[src/rtl/slpd_pkg.sv]
// Package: shared constants and types for the sync/length packet deframer.
`timescale 1ns / 1ps
package slpd_pkg;

  localparam int HEADER_BYTES = 6;
  localparam int HDR_DATA_W = 8 * HEADER_BYTES;
  localparam int HDR_IDX_W = $clog2(HEADER_BYTES);
  localparam int QUEUE_DEPTH_DEF = 8;

  localparam logic [7:0] SYNC_FIRST = 8'hFD;
  localparam logic [7:0] SYNC_SECOND = 8'hDF;
  localparam logic [8:0] SIZE_OVERHEAD = 9'd8;
  localparam logic [8:0] EXPECTED_SIZE_RESET = 9'd8;
  localparam logic [8:0] HDR_LAST_POS = 9'(HEADER_BYTES - 1);
  localparam logic [8:0] HDR_START_POS = 9'd2;

  // queue entry: a full header (six bytes, byte 0 lowest) or one body byte
  typedef struct packed {
    logic                  hdr;
    logic                  last;
    logic [HDR_DATA_W-1:0] data;
  } entry_t;

  typedef struct packed {
    logic full;
    logic empty;
  } q_status_t;

endpackage

[src/rtl/sync_length_packet_deframer_core.sv]
// Top level of the sync/length packet deframer.
// Body: a body byte is written to the queue, then registered onto m_tdata/m_tvalid.
// Header: on size match, the six bytes follow byte 5, one per cycle unless stalled.
// Throughput: one input byte per cycle; input stalls only when the queue fills.
// Reset: rst is synchronous; clears state, queue, output valid, expected size 8.
`timescale 1ns / 1ps
module sync_length_packet_deframer_core #(
  parameter int QUEUE_DEPTH = slpd_pkg::QUEUE_DEPTH_DEF
) (
  input  logic       clk,
  input  logic       rst,
  input  logic       s_tvalid,
  output logic       s_tready,
  input  logic [7:0] s_tdata,   // [7:0] rx_byte
  output logic       m_tvalid,
  input  logic       m_tready,
  output logic [7:0] m_tdata,   // [7:0] out_byte
  output logic       m_tlast,   // last_byte
  input  logic       cfg_valid,
  output logic       cfg_ready,
  input  logic [8:0] cfg_data   // [8:0] expected_size
);

  slpd_pkg::q_status_t q_status;
  slpd_pkg::entry_t    push_entry;
  slpd_pkg::entry_t    head;
  logic push;
  logic pop;

  assign cfg_ready = 1'b1;

  slpd_front u_front (
    .clk        (clk),
    .rst        (rst),
    .in_valid   (s_tvalid),
    .in_ready   (s_tready),
    .in_byte    (s_tdata),
    .cfg_we     (cfg_valid && cfg_ready),
    .cfg_wdata  (cfg_data),
    .q_status   (q_status),
    .push       (push),
    .push_entry (push_entry)
  );

  slpd_queue #(
    .DEPTH (QUEUE_DEPTH)
  ) u_queue (
    .clk        (clk),
    .rst        (rst),
    .push       (push),
    .push_entry (push_entry),
    .pop        (pop),
    .head       (head),
    .status     (q_status)
  );

  slpd_back u_back (
    .clk       (clk),
    .rst       (rst),
    .head      (head),
    .q_status  (q_status),
    .pop       (pop),
    .out_valid (m_tvalid),
    .out_ready (m_tready),
    .out_byte  (m_tdata),
    .out_last  (m_tlast)
  );

endmodule

[src/rtl/slpd_queue.sv]
// Short queue of command entries between the classifier and the emitter.
`timescale 1ns / 1ps
module slpd_queue #(
  parameter int DEPTH = slpd_pkg::QUEUE_DEPTH_DEF
) (
  input  logic              clk,
  input  logic              rst,
  input  logic              push,
  input  slpd_pkg::entry_t  push_entry,
  input  logic              pop,
  output slpd_pkg::entry_t  head,
  output slpd_pkg::q_status_t status
);

  localparam int AW = (DEPTH > 1) ? $clog2(DEPTH) : 1;
  localparam int CW = $clog2(DEPTH + 1);

  slpd_pkg::entry_t mem [DEPTH];
  logic [AW-1:0] wr_ptr;
  logic [AW-1:0] rd_ptr;
  logic [CW-1:0] count;
  logic do_push;
  logic do_pop;

  assign status.full = (count == CW'(DEPTH));
  assign status.empty = (count == '0);
  assign do_push = push && !status.full;
  assign do_pop = pop && !status.empty;
  assign head = mem[rd_ptr];

  always_ff @(posedge clk) begin
    if (do_push) begin
      mem[wr_ptr] <= push_entry;
    end
  end

  always_ff @(posedge clk) begin
    if (rst) begin
      wr_ptr <= '0;
      rd_ptr <= '0;
      count <= '0;
    end else begin
      if (do_push) begin
        wr_ptr <= (wr_ptr == AW'(DEPTH - 1)) ? '0 : wr_ptr + 1'b1;
      end
      if (do_pop) begin
        rd_ptr <= (rd_ptr == AW'(DEPTH - 1)) ? '0 : rd_ptr + 1'b1;
      end
      unique case ({do_push, do_pop})
        2'b10: count <= count + 1'b1;
        2'b01: count <= count - 1'b1;
        default: count <= count;
      endcase
    end
  end

endmodule

[src/rtl/slpd_front.sv]
// Front end: sync hunt, header capture, size check and packet tracking.
`timescale 1ns / 1ps
module slpd_front (
  input  logic                clk,
  input  logic                rst,
  input  logic                in_valid,
  output logic                in_ready,
  input  logic [7:0]          in_byte,
  input  logic                cfg_we,
  input  logic [8:0]          cfg_wdata,
  input  slpd_pkg::q_status_t q_status,
  output logic                push,
  output slpd_pkg::entry_t    push_entry
);

  typedef enum logic [1:0] {
    PH_HUNT,
    PH_HEADER,
    PH_SKIP,
    PH_BODY
  } phase_t;

  phase_t      phase;
  logic [7:0]  prev_byte;
  logic [8:0]  pos;
  logic [8:0]  pkt_len;
  logic [8:0]  expected_size;
  logic [7:0]  hdr [2:slpd_pkg::HEADER_BYTES-2];
  logic        accept;
  logic [8:0]  pos_next;
  logic [8:0]  size_now;
  logic        size_match;
  logic        at_end;

  assign in_ready = !q_status.full;
  assign accept = in_valid && in_ready;
  assign pos_next = pos + 9'd1;
  assign size_now = {1'b0, in_byte} + slpd_pkg::SIZE_OVERHEAD;
  assign size_match = (size_now == expected_size);
  assign at_end = (pos_next >= pkt_len);

  always_comb begin
    push = 1'b0;
    push_entry.hdr = 1'b0;
    push_entry.last = 1'b0;
    push_entry.data = {{(slpd_pkg::HDR_DATA_W - 8){1'b0}}, in_byte};
    if (accept) begin
      unique case (phase)
        PH_HEADER: begin
          if (pos == slpd_pkg::HDR_LAST_POS && size_match) begin
            push = 1'b1;
            push_entry.hdr = 1'b1;
            push_entry.data = {in_byte, hdr[4], hdr[3], hdr[2],
                               slpd_pkg::SYNC_SECOND, slpd_pkg::SYNC_FIRST};
          end
        end
        PH_BODY: begin
          push = 1'b1;
          push_entry.last = at_end;
        end
        default: push = 1'b0;
      endcase
    end
  end

  always_ff @(posedge clk) begin
    if (accept && phase == PH_HEADER && pos < slpd_pkg::HDR_LAST_POS) begin
      hdr[pos[2:0]] <= in_byte;
    end
  end

  always_ff @(posedge clk) begin
    if (rst) begin
      phase <= PH_HUNT;
      prev_byte <= '0;
      pos <= '0;
      pkt_len <= '0;
      expected_size <= slpd_pkg::EXPECTED_SIZE_RESET;
    end else begin
      if (cfg_we) begin
        expected_size <= cfg_wdata;
      end
      if (accept) begin
        unique case (phase)
          PH_HUNT: begin
            if (prev_byte == slpd_pkg::SYNC_FIRST && in_byte == slpd_pkg::SYNC_SECOND) begin
              pos <= slpd_pkg::HDR_START_POS;
              phase <= PH_HEADER;
              prev_byte <= '0;
            end else begin
              prev_byte <= in_byte;
            end
          end
          PH_HEADER: begin
            pos <= pos_next;
            if (pos == slpd_pkg::HDR_LAST_POS) begin
              pkt_len <= size_now;
              phase <= size_match ? PH_BODY : PH_SKIP;
            end
          end
          PH_SKIP, PH_BODY: begin
            pos <= pos_next;
            if (at_end) begin
              phase <= PH_HUNT;
              prev_byte <= '0;
              pos <= '0;
            end
          end
          default: phase <= PH_HUNT;
        endcase
      end
    end
  end

endmodule

[src/rtl/slpd_back.sv]
// Back end: expands queue entries into output byte transfers.
`timescale 1ns / 1ps
module slpd_back (
  input  logic                clk,
  input  logic                rst,
  input  slpd_pkg::entry_t    head,
  input  slpd_pkg::q_status_t q_status,
  output logic                pop,
  output logic                out_valid,
  input  logic                out_ready,
  output logic [7:0]          out_byte,
  output logic                out_last
);

  logic [slpd_pkg::HDR_IDX_W-1:0] idx;
  logic load;
  logic hdr_done;

  assign load = !q_status.empty && (!out_valid || out_ready);
  assign hdr_done = (idx == slpd_pkg::HDR_IDX_W'(slpd_pkg::HEADER_BYTES - 1));
  assign pop = load && (!head.hdr || hdr_done);

  always_ff @(posedge clk) begin
    if (load) begin
      out_byte <= head.hdr ? head.data[8*idx +: 8] : head.data[7:0];
      out_last <= head.hdr ? 1'b0 : head.last;
    end
  end

  always_ff @(posedge clk) begin
    if (rst) begin
      idx <= '0;
      out_valid <= 1'b0;
    end else begin
      out_valid <= load || (out_valid && !out_ready);
      if (pop) begin
        idx <= '0;
      end else if (load) begin
        idx <= idx + 1'b1;
      end
    end
  end

endmodule

[config.mk]
export PLATFORM = sky130hd
export DESIGN_NAME = sync_length_packet_deframer_core
export DESIGN_NICKNAME = d
export VERILOG_FILES = /design/src/rtl/slpd_pkg.sv /design/src/rtl/sync_length_packet_deframer_core.sv /design/src/rtl/slpd_queue.sv /design/src/rtl/slpd_front.sv /design/src/rtl/slpd_back.sv
export SDC_FILE = /design/constraint.sdc
export NUM_CORES = 1
export LEC_CHECK = 0
export BUFFER_PORTS_ARGS = -buffer_cell sky130_fd_sc_hd__buf_2
export CORE_MARGIN = 1
export CORE_UTILIZATION = 50
export CTS_CLUSTER_SIZE = 28
export DETAILED_ROUTE_END_ITERATION = 6
export GPL_ROUTABILITY_DRIVEN = 0
export PLACE_DENSITY_LB_ADDON = 0.08
export SETUP_SLACK_MARGIN = 0.4
export SLEW_MARGIN = 20
export SYNTH_ARGS = -nofsm -noshare
export SYNTH_HDL_FRONTEND = slang
export SYNTH_HIERARCHICAL = 1
export SYNTH_SLANG_ARGS = --single-unit
export TNS_END_PERCENT = 10
[constraint.sdc]
create_clock -name clk -period 10.21 [get_ports clk]
set_input_delay 1.5315 -clock clk [delete_from_list [all_inputs] [get_ports clk]]
set_output_delay 1.5315 -clock clk [all_outputs]
set_load 0.02 [all_outputs]
==> flow_metrics.py <==
metrics = {
    "setup_path": {
        "crit_arrival_ps": 4850,
        "cp_max_fo": 12,
        "cp-end-kind": "register",
        "cp-start-kind": "input port",
        "criticalPathCategory": "in -> reg",
        "crit_required_ps": 10700,
    },
    "timing": {
        "setup_tns_ps": 0,
        "skew_ps": 18.9,
        "rsz0062_at_grt": "false",
        "max_freq_mhz": 230,
        "finalMaxSlewViolations": 0,
        "setup_violations": 0,
        "slew-limit-headroom_pct": 31.2,
        "hold_viol": 0,
        "fin_crit_sh_pct": 42.6,
        "worst_slew_pin_slew_ps": 1010,
        "period_needed_ps": 4350,
    },
    "global_routing": {
        "grt_pass1_wl_um": 61600,
        "grt_pass1_vias": 10081,
        "grt.busiest_layer": "met2",
        "grt_usage_pct": 20.5,
        "grt_max_degree": 105,
        "grt_util_met3_pct": 2.73,
        "antenna_found_initial": 0,
        "use_met2_pct": 34.3,
        "met1_usage_pct": 27.8,
        "grt_remaining_overflow": 0,
    },
    "power": {
        "p_leak_nw": 6.10,
        "power_density_nw_per_um2": 176,
        "ir_drop_uv": 110,
    },
    "synthesis": {
        "async_flop_share_pct": 0,
        "synth_fp_nets": 1113,
        "synth_edf_count": 433,
        "ys_ff_latch": 487,
        "yosysWarningCount": 6,
        "avgSynthCellArea_um2": 18.9,
        "synthFlopType": "edfxtp_1",
        "ys_types": 65,
        "synthCells": 1070,
        "ys_seq_area_share_pct": 69.6,
        "synth_area_um2": 20200,
    },
    "floorplan": {
        "fp.dieH_um": 203,
        "dieWidth_um": 203,
        "core_um2": 39800,
        "start_util_pct": 50.8,
        "rows": 73,
        "dieArea_um2": 41300,
        "ioPinCount": 34,
    },
    "detailed_routing": {
        "via_per_inst": 5.79,
        "drt_first_pass_iters": 6,
        "drt_iter0_markers": 711,
        "wl_um": 40600,
        "wire_per_inst_um": 24.3,
        "vias": 9672,
        "drc": 0,
        "ant_nets": 0,
    },
    "clocking": {
        "cts-root-buf": "clkbuf_16",
        "htreeDepth": 2,
        "cts_setup_buffers": 0,
        "cts_resized": 0,
        "clk_latency_ps": 580,
        "cts_hold_buffers": 0,
        "cts_tree": "done",
        "numCtsBuffers": 50,
        "clk_pin_slew_ps": 60,
        "cts_sinks": 487,
        "cts_buffer_depth": 3,
    },
    "final_layout": {
        "fin_cells": 1671,
        "diodes": 0,
        "area_growth_pct": 11.0,
        "drive_gt1_share_pct": 18.8,
        "nets": 1148,
    },
    "placement": {
        "port_buffers": 32,
        "dp_hpwl_um": 22600,
        "dpl.cell_count": 1578,
    },
    "worst_hold_path": {
        "hold_class": "reg -> reg",
    },
    "flow_run": {
        "drv_cap": 0,
    },
    "outcome": {
        "outcome": "completed",
    },
}
## metrics by stage
stage / cell area [um^2] / util, % / total power (W) / setup slack [ps] / hold slack [ps]
4_1_cts: 22500 / 56.4 / 0.00399 / 5910 / 456
6_report: 22500 / 56.4 / 0.00395 / 5860 / 454
5_1_grt: 22500 / 56.4 / 0.00407 / 5620 / 490
2_1_floorplan: 20200 / - / 0.00221 / 1740 / 431
3_3_place_gp: 20900 / 52.4 / 0.00223 / 5340 / 447
3_5_place_dp: 20900 / 52.4 / 0.00223 / 5310 / 448
## state kept, by name (all words and copies together) (netlist names), named ones only
| name | count |
|---|---|
| u_queue/mem | 400 |
| u_front/phase | 2 |
| u_back/out_last | 1 |
| u_front/expected_size | 9 |
| u_front/pos | 9 |
| u_queue/rd_ptr | 3 |
| u_front/hdr | 24 |
| u_queue/wr_ptr | 3 |
| u_front/prev_byte | 8 |
| u_back/out_valid | 1 |
| u_back/out_byte | 8 |
| u_front/pkt_len | 9 |
| u_back/idx | 3 |
| u_queue/count | 4 |
## layout make-up
class | count | area [um^2]
inverter | 21 | 78.8
fill | 3078 | 17400
clock buffer | 68 | 1380
sequential | 487 | 14100
timing repair buffer | 52 | 310
multi-input combinational | 493 | 5720
clock inverter | 25 | 220
tap | 525 | 657
## cell usage after synthesis (all sizes together) (8+ instances only)
library cell  number  area (um^2)
a211oi             8         60.1
a21oi             31          155
a22oi              8         60.1
and2              34          213
buf               42          333
clkbuf            27          103
dfxtp             54         1080
edfxtp           433        13000
ha                21          263
inv               21         78.8
mux2              60          676
mux2i             12          120
mux4             108         2810
nand2             23         88.8
nand3             14         70.1
nor2              40          150
nor2b             10         62.6
nor3              14         81.3
o21ai             14         70.1
or2                8         50.1
xnor2              9         78.8
xor2              11         96.3
## layer usage
| layer | up-vias | part of all wire [%] | wire, um |
|---|---|---|---|
| met5 | - | 0 | 0 |
| met3 | 65 | 3.5 | 1420 |
| met4 | 0 | 2.4 | 972 |
| li1 | 4439 | - | - |
| met1 | 4980 | 45 | 18300 |
| met2 | 188 | 49 | 19900 |
## cell families (layout without fill, tap and decap cells)
| logic type | after synthesis | count (layout) | synth area share, % |
|---|---|---|---|
| buf+inv | 90 | 166 | 2.54 |
| other cells | 2 | 2 | 0.0371 |
| fa+ha+maj | 21 | 21 | 1.30 |
| xor+xnor | 20 | 20 | 0.865 |
| mux | 180 | 180 | 17.8 |
| flops | 487 | 487 | 69.6 |
| simple gates | 178 | 178 | 4.83 |
| compound gates | 92 | 92 | 3.06 |
## placed cells by master (no fill, tap or decap), types with 14 or more instances in the layout
cell       Yosys  routed
mux4_1       100     100
nor2_1        40      37
mux2_2        59      59
o21ai_0       14      14
and2_1        34      34
nand3_1       14      14
ha_1          21      21
edfxtp_1     433     433
inv_1         21      21
nand2_1       22      22
buf_2          5      32
buf_4         13      20
a21oi_1       31      31
clkbuf_16      0      51
dfxtp_1       54      51
## critical path, cell delays in order
cell     delay, ps
buf_2          180
ha_1           250
xnor2_1        230
xor2_1         190
nand3_1        190
o31ai_1        240
nor2b_1        260
a21bo_1        380
ha_1           340
xor2_1         170
ha_1           190
a21oi_1        150
xor2_1          90
or3_1          310
a21oi_1        140
## power by group
part	switching, W	total [W]	internal, W	leakage (nW)
registers	0.00000314	0.00215	0.00215	3.64
logic	0.0000250	0.0000371	0.0000121	1.68
clock network	0.000721	0.00177	0.00105	0.787
## final timing paths
check                                           from                    to  slack, ps  cells after the start
worst max register to register        u_front/pos[0]    u_queue/mem[6][48]       6110                     11
worst max-delay path                      s_tdata[3]      u_queue/count[2]       5860                     15
worst min-delay path            u_front/prev_byte[1]  u_front/prev_byte[1]        450                      2
worst min register to register  u_front/prev_byte[1]  u_front/prev_byte[1]        450                      2
No activity file was read; power rests on OpenSTA's default activity.
